$ cat src/rtl/v3a_sqrt.sv
// Pipelined integer square root, one root bit per stage.
module v3a_sqrt #(
  parameter int ROOT_W = 35
) (
  input  logic                  clk,
  input  logic                  en,
  input  logic [2*ROOT_W-1:0]   x,
  output logic [ROOT_W-1:0]     root
);

  localparam int XW = 2 * ROOT_W;

  logic [ROOT_W+1:0] rem_r   [ROOT_W];
  logic [ROOT_W-1:0] root_r  [ROOT_W];
  logic [XW-1:0]     xs_r    [ROOT_W];
  logic [ROOT_W+1:0] in_rem  [ROOT_W];
  logic [ROOT_W-1:0] in_root [ROOT_W];
  logic [XW-1:0]     in_xs   [ROOT_W];
  logic [ROOT_W+1:0] rem_t   [ROOT_W];
  logic [ROOT_W+1:0] trial   [ROOT_W];
  logic [ROOT_W-1:0] take;

  always_comb begin
    in_rem[0]  = '0;
    in_root[0] = '0;
    in_xs[0]   = x;
    for (int k = 1; k < ROOT_W; k++) begin
      in_rem[k]  = rem_r[k-1];
      in_root[k] = root_r[k-1];
      in_xs[k]   = xs_r[k-1];
    end
    for (int k = 0; k < ROOT_W; k++) begin
      rem_t[k] = {in_rem[k][ROOT_W-1:0], in_xs[k][XW-1 -: 2]};
      trial[k] = {in_root[k], 2'b01};
      take[k]  = rem_t[k] >= trial[k];
    end
  end

  always_ff @(posedge clk) begin
    if (en) begin
      for (int k = 0; k < ROOT_W; k++) begin
        rem_r[k]  <= take[k] ? (rem_t[k] - trial[k]) : rem_t[k];
        root_r[k] <= {in_root[k][ROOT_W-2:0], take[k]};
        xs_r[k]   <= in_xs[k] << 2;
      end
    end
  end

  assign root = root_r[ROOT_W-1];

endmodule

$ cat config.mk
export PLATFORM = sky130hd
export DESIGN_NAME = v3a_sqrt
export DESIGN_NICKNAME = d
export VERILOG_FILES = /design/src/rtl/v3a_sqrt.sv
export SDC_FILE = /design/constraint.sdc
export NUM_CORES = 2
export LEC_CHECK = 0
export BUFFER_PORTS_ARGS = -buffer_cell sky130_fd_sc_hd__clkbuf_2
export CAP_MARGIN = 5
export CORE_ASPECT_RATIO = 1.25
export CORE_UTILIZATION = 45
export CTS_BUF_LIST = sky130_fd_sc_hd__clkbuf_2
export DETAILED_ROUTE_END_ITERATION = 10
export GPL_ROUTABILITY_DRIVEN = 0
export PLACE_DENSITY = 0.64
export SYNTH_ARGS = -nofsm -noshare
export SYNTH_HDL_FRONTEND = slang
export SYNTH_MEMORY_MAX_BITS = 65536
export SYNTH_SLANG_ARGS = --single-unit
$ cat constraint.sdc
create_clock -name clk -period 7.9 [get_ports clk]
set_clock_uncertainty 0.15 [all_clocks]
set_input_delay 0.395 -clock clk [delete_from_list [all_inputs] [get_ports clk]]
set_output_delay 0.395 -clock clk [all_outputs]
set_load 0.02 [all_outputs]
* Yosys cells after proc, flatten, opt, wreduce, memory -nomap -nowiden *
Memory sizes are Yosys's and may differ from the RTL's.
Index checks and enable logic that the tools add are counted.

storage, ports and cells
  bits in registers = 0
  bits in writable memories = 4900
  bits of input ports = 72
  output and inout bits = 35
  logic and storage cells = 110
  memories kept = 3

operators by class
  add/sub/neg operators = 35
  $lt $le $gt $ge = 35
  mux-type cells = 37

memories
  memory  depth  bits a word  rd ports  clocked after Yosys merged registers in  write ports  line  source
  xs_r    35     68           34        0                                        35           15    logic [XW-1:0] xs_r [ROOT_W];
  rem_r   35     37           34        0                                        35           13    logic [ROOT_W+1:0] rem_r [ROOT_W];
  root_r  35     35           35        0                                        35           14    logic [ROOT_W-1:0] root_r [ROOT_W];

operators with widths
  operator                                                                number
  37-bit two-way mux                                                      35
  37-bit >= comparator                                                    34
  37-bit subtractor                                                       34
  2-bit by 1-bit subtractor with 3-bit output (second input constant)     1
  2-bit by 1-bit >= comparator with 1-bit output (second input constant)  1
  1-bit two-way mux                                                       2

* Depth between registers and ports, before layout *
An unclocked memory read counts as a cell.

  depth after elaboration = 3
  mapped depth = 15
  mapped depth without buffers = 14

* Worst setup path after synthesis *
No wires, ideal clock.

  kind = reg-to-reg
  start = memory rem_r[2][25] (netlist name)
  end = memory rem_r[3][34] (netlist name) (data pin)
  setup time = 0.258 ns
  arrival time = 3.238 ns
  data required time = 7.492 ns
  path slack = 4.254 ns
  cell stages (with the launch flop) = 12
  buffers on the path = 1
  period minus slack after synthesis = 3.646 ns
  path through = edfxtp_1 -> or3_4 -> or4_1 -> and4b_1 -> or4b_4 -> nand4_4 -> or2_4 -> or4_4 -> or2_1 -> buf_2 -> or3_1 -> xnor2_1

RTL lines
  item                line
  start: declaration  13

==> run summary <==
remaining global-route overflow: 0
launching point of the worst reg2reg path: root_r[21][13]
CP Class: reg -> reg
share of cells above drive strength 1: 0.119
hold depth: 0
clock transition at the registers of the reported paths: 0.12 ns
Synth Area in Compound Gates: 0.0975
Avg Inst Size Synth: 12.9 µm²
Netlist cell types: 93
Reg2Reg Depth: 13
HP Start: xs_r[0][40]
final count of negative-setup-slack endpoints: 0
I/O pin total: 107
vias in the first global route: 88700
Mapped Nets: 11400
initial antenna violation count: 9
Worst Setup Start Kind: flip-flop
mux cell area share after synthesis: 0.00695
FF-to-FF End: rem_r[22][31]
Ys Warns: 0
post-placement cell count: 14600
# resized after CTS: 0
synthesized cell area: 137000 µm²
TNS Setup: 0 ns
CP cell instances: inv_1, ha_1, nand4_1, nor2_1, nand4_1, o31ai_1, nor3b_1, a21o_1, inv_1, nand2b_1, nor4_1, or3b_2, xnor2_1
worst path bufs/invs: 2
Fill cells: 26200
EDFF count, synth: 2957
Detailed Place HPWL: 209000 µm
initial DRC count: 5544
Synth Area in XOR/XNOR: 0.0611
WP data required: 9.33 ns
r2r setup slk: 3.27 ns
PortBufs: 106
Die W: 496 µm
slew margin rel.: 0.245
simple-gate share of the synthesized area: 0.0995
Wirelength per Cell: 18.4 µm
number of max-cap violations: 0
root buf cell: clkbuf_2
final period utilization: 0.587
largest family of logic cells by synthesized area: simple AND/OR/NAND/NOR gates
Synth async-reset ratio: 0
largest fanout on the critical path: 11
Syn Inst Count: 10600
CP top delay family: simple AND/OR/NAND/NOR gates
status: completed
crit end category: flip-flop
Post-route DRC: 0
actual slew at the worst max-slew pin: 1.13 ns
worst skew pair latency: 1.88 ns
ANT nets after route: 0
clk sink count: 2957
H-tree levels: 6
Avg Vias per Cell: 5.39
first-pass GRT wire length: 462000 µm
VDD IR max: 168 µV
CTS max path bufs: 4
Hold EP: xs_r[1][42]
sequential-to-total area share from yosys stat: 0.646
CP arrival: 6.06 ns
GRT Util Overall: 0.189
cts bufs inserted: 721
FMAX: 216 MHz
Finished Layout Cells: 16100
detailed-route wire length: 296000 µm
RSZ-0062 raised after global routing: no
worst hold path class: reg -> reg
Initial Utilization: 0.453
Yosys reg bits: 2957
Post-synth top flop: edfxtp_1
post-layout min period: 4.63 ns
Die Height: 620 µm
Leakage: 59.3 nW
Crit path largest cell delay: 0.63 ns
CTS tree: yes
adder-cell share of the synthesized area: 0.0607
die footprint: 308000 µm²
Power Dens Cells: 275 nW/µm²
cell row count: 226
Nets: 12300
vias post-DR: 86900
fin. max-slew vios: 0
Fin. Hold Viols: 0
largest net degree at the start of global routing: 203
P&R area growth vs syn: 10.9%
DR pass1 iterations: 9
Slowest-stage cell, CP: o31ai_1
Core Region: 303000 µm²
==> state kept, by name, summed over array words and instances (netlist names) <==
| signal | count |
|---|---|
| xs_r | 1190 |
| root_r | 630 |
| rem_r | 1137 |
==> stage by stage <==
step | instance area (µm²) | util | hold slack (ns) | setup WS [ns] | total power [mW]
after global routing | 152000 | 0.502 | 0.0582 | 3.06 | 44.3
after global placement | 143000 | 0.471 | 0.250 | 3.49 | 31.4
after detailed placement | 143000 | 0.471 | 0.255 | 3.37 | 31.8
after floorplan | 137000 | - | 0.250 | 4.25 | 28.5
final | 152000 | 0.502 | 0.175 | 3.27 | 41.9
after CTS | 152000 | 0.502 | 0.00794 | 3.24 | 42.3
==> metal layers <==
layer  part of all wire  track usage
met3              0.045       0.0329
met5            0.00037            0
met1               0.36        0.194
met4              0.065        0.126
met2               0.53        0.348
==> cells in the mapped netlist, drive strengths merged (148+ instances only) <==
cell type | count | area (µm²)
clkbuf | 174 | 653
nor4 | 148 | 957
nor3 | 265 | 1330
edfxtp | 2957 | 88800
a21o | 283 | 2120
a21oi | 627 | 3140
xor2 | 464 | 4060
nand2 | 790 | 2970
xnor2 | 495 | 4340
nand3 | 161 | 806
nor2 | 606 | 2270
o21ai | 588 | 2940
ha | 667 | 8350
nand2b | 156 | 976
inv | 836 | 3140
==> worst register-to-register path, stage by stage, from the launching register on <==
cell and delay (ns):
edfxtp_1 0.46, inv_1 0.07, ha_1 0.39, nand4_1 0.19, nor2_1 0.38, nand4_1 0.39
o31ai_1 0.63, nor3b_1 0.10, a21o_1 0.32, inv_1 0.18, nand2b_1 0.11, nor4_1 0.35
or3b_2 0.52, xnor2_1 0.14
==> area by class of cell <==
cell class | instances | area (µm²) | share of cell area
clock buffers | 991 | 4960 | 0.0325
repair buffers | 450 | 3980 | 0.0261
diodes | 9 | 22.5 | 0.000148
multi-input cells | 6631 | 44900 | 0.295
clock inverters | 255 | 1660 | 0.0109
flip-flops and latches | 2957 | 88800 | 0.582
well taps | 3990 | 4990 | 0.0327
inverters | 837 | 3140 | 0.0206
==> worst max-delay path by stage <==
stage                    from       endpoint  slack (ns)  cells after the start
4_1_cts        root_r[21][14]  rem_r[22][31]        3.24                     13
5_1_grt          rem_r[28][5]  rem_r[29][32]        3.06                     10
2_1_floorplan    rem_r[2][25]   rem_r[3][34]        4.25                     11
3_5_place_dp   root_r[21][13]  rem_r[22][31]        3.37                     13
3_3_place_gp   root_r[21][14]  rem_r[22][31]        3.49                     13
6_report       root_r[21][13]  rem_r[22][31]        3.27                     13
==> kinds of logic (layout without fill, tap and decap cells) <==
| group | after synthesis | after routing |
|---|---|---|
| muxes | 86 | 86 |
| buffers and inverters | 1030 | 2533 |
| DFF | 2957 | 2957 |
| adders and majority gates | 667 | 667 |
| and+or+nand+nor | 2760 | 2760 |
| xor gates and xnor gates | 959 | 959 |
| AOI/OAI and AO/OA | 2158 | 2158 |
| other | 1 | 10 |
==> placed cells by master (no fill, tap or decap), drive strengths merged, types with 213 or more instances in the layout <==
cell type       n
edfxtp       2957
clkbuf       1096
inv           855
nand2         790
ha            667
a21oi         627
nor2          606
o21ai         588
xnor2         495
xor2          464
a21o          283
dlygate4sd3   274
nor3          265
clkinv        213
==> report_power, final <==
group / internal (mW) / total (mW) / switching [mW]
Clock: 4.11 / 10.2 / 6.07
Sequential: 20.0 / 21.4 / 1.45
Combinational: 4.25 / 10.3 / 6.03
Total: 28.3 / 41.9 / 13.5
==> repair_timing <==
item,4_1_cts,5_1_grt
endpoints found under the setup margin,0,0
hold buffers,275,0
endpoints found under the hold margin,3028,0
setup buffers,0,0
(Power assumes the default switching activity.)
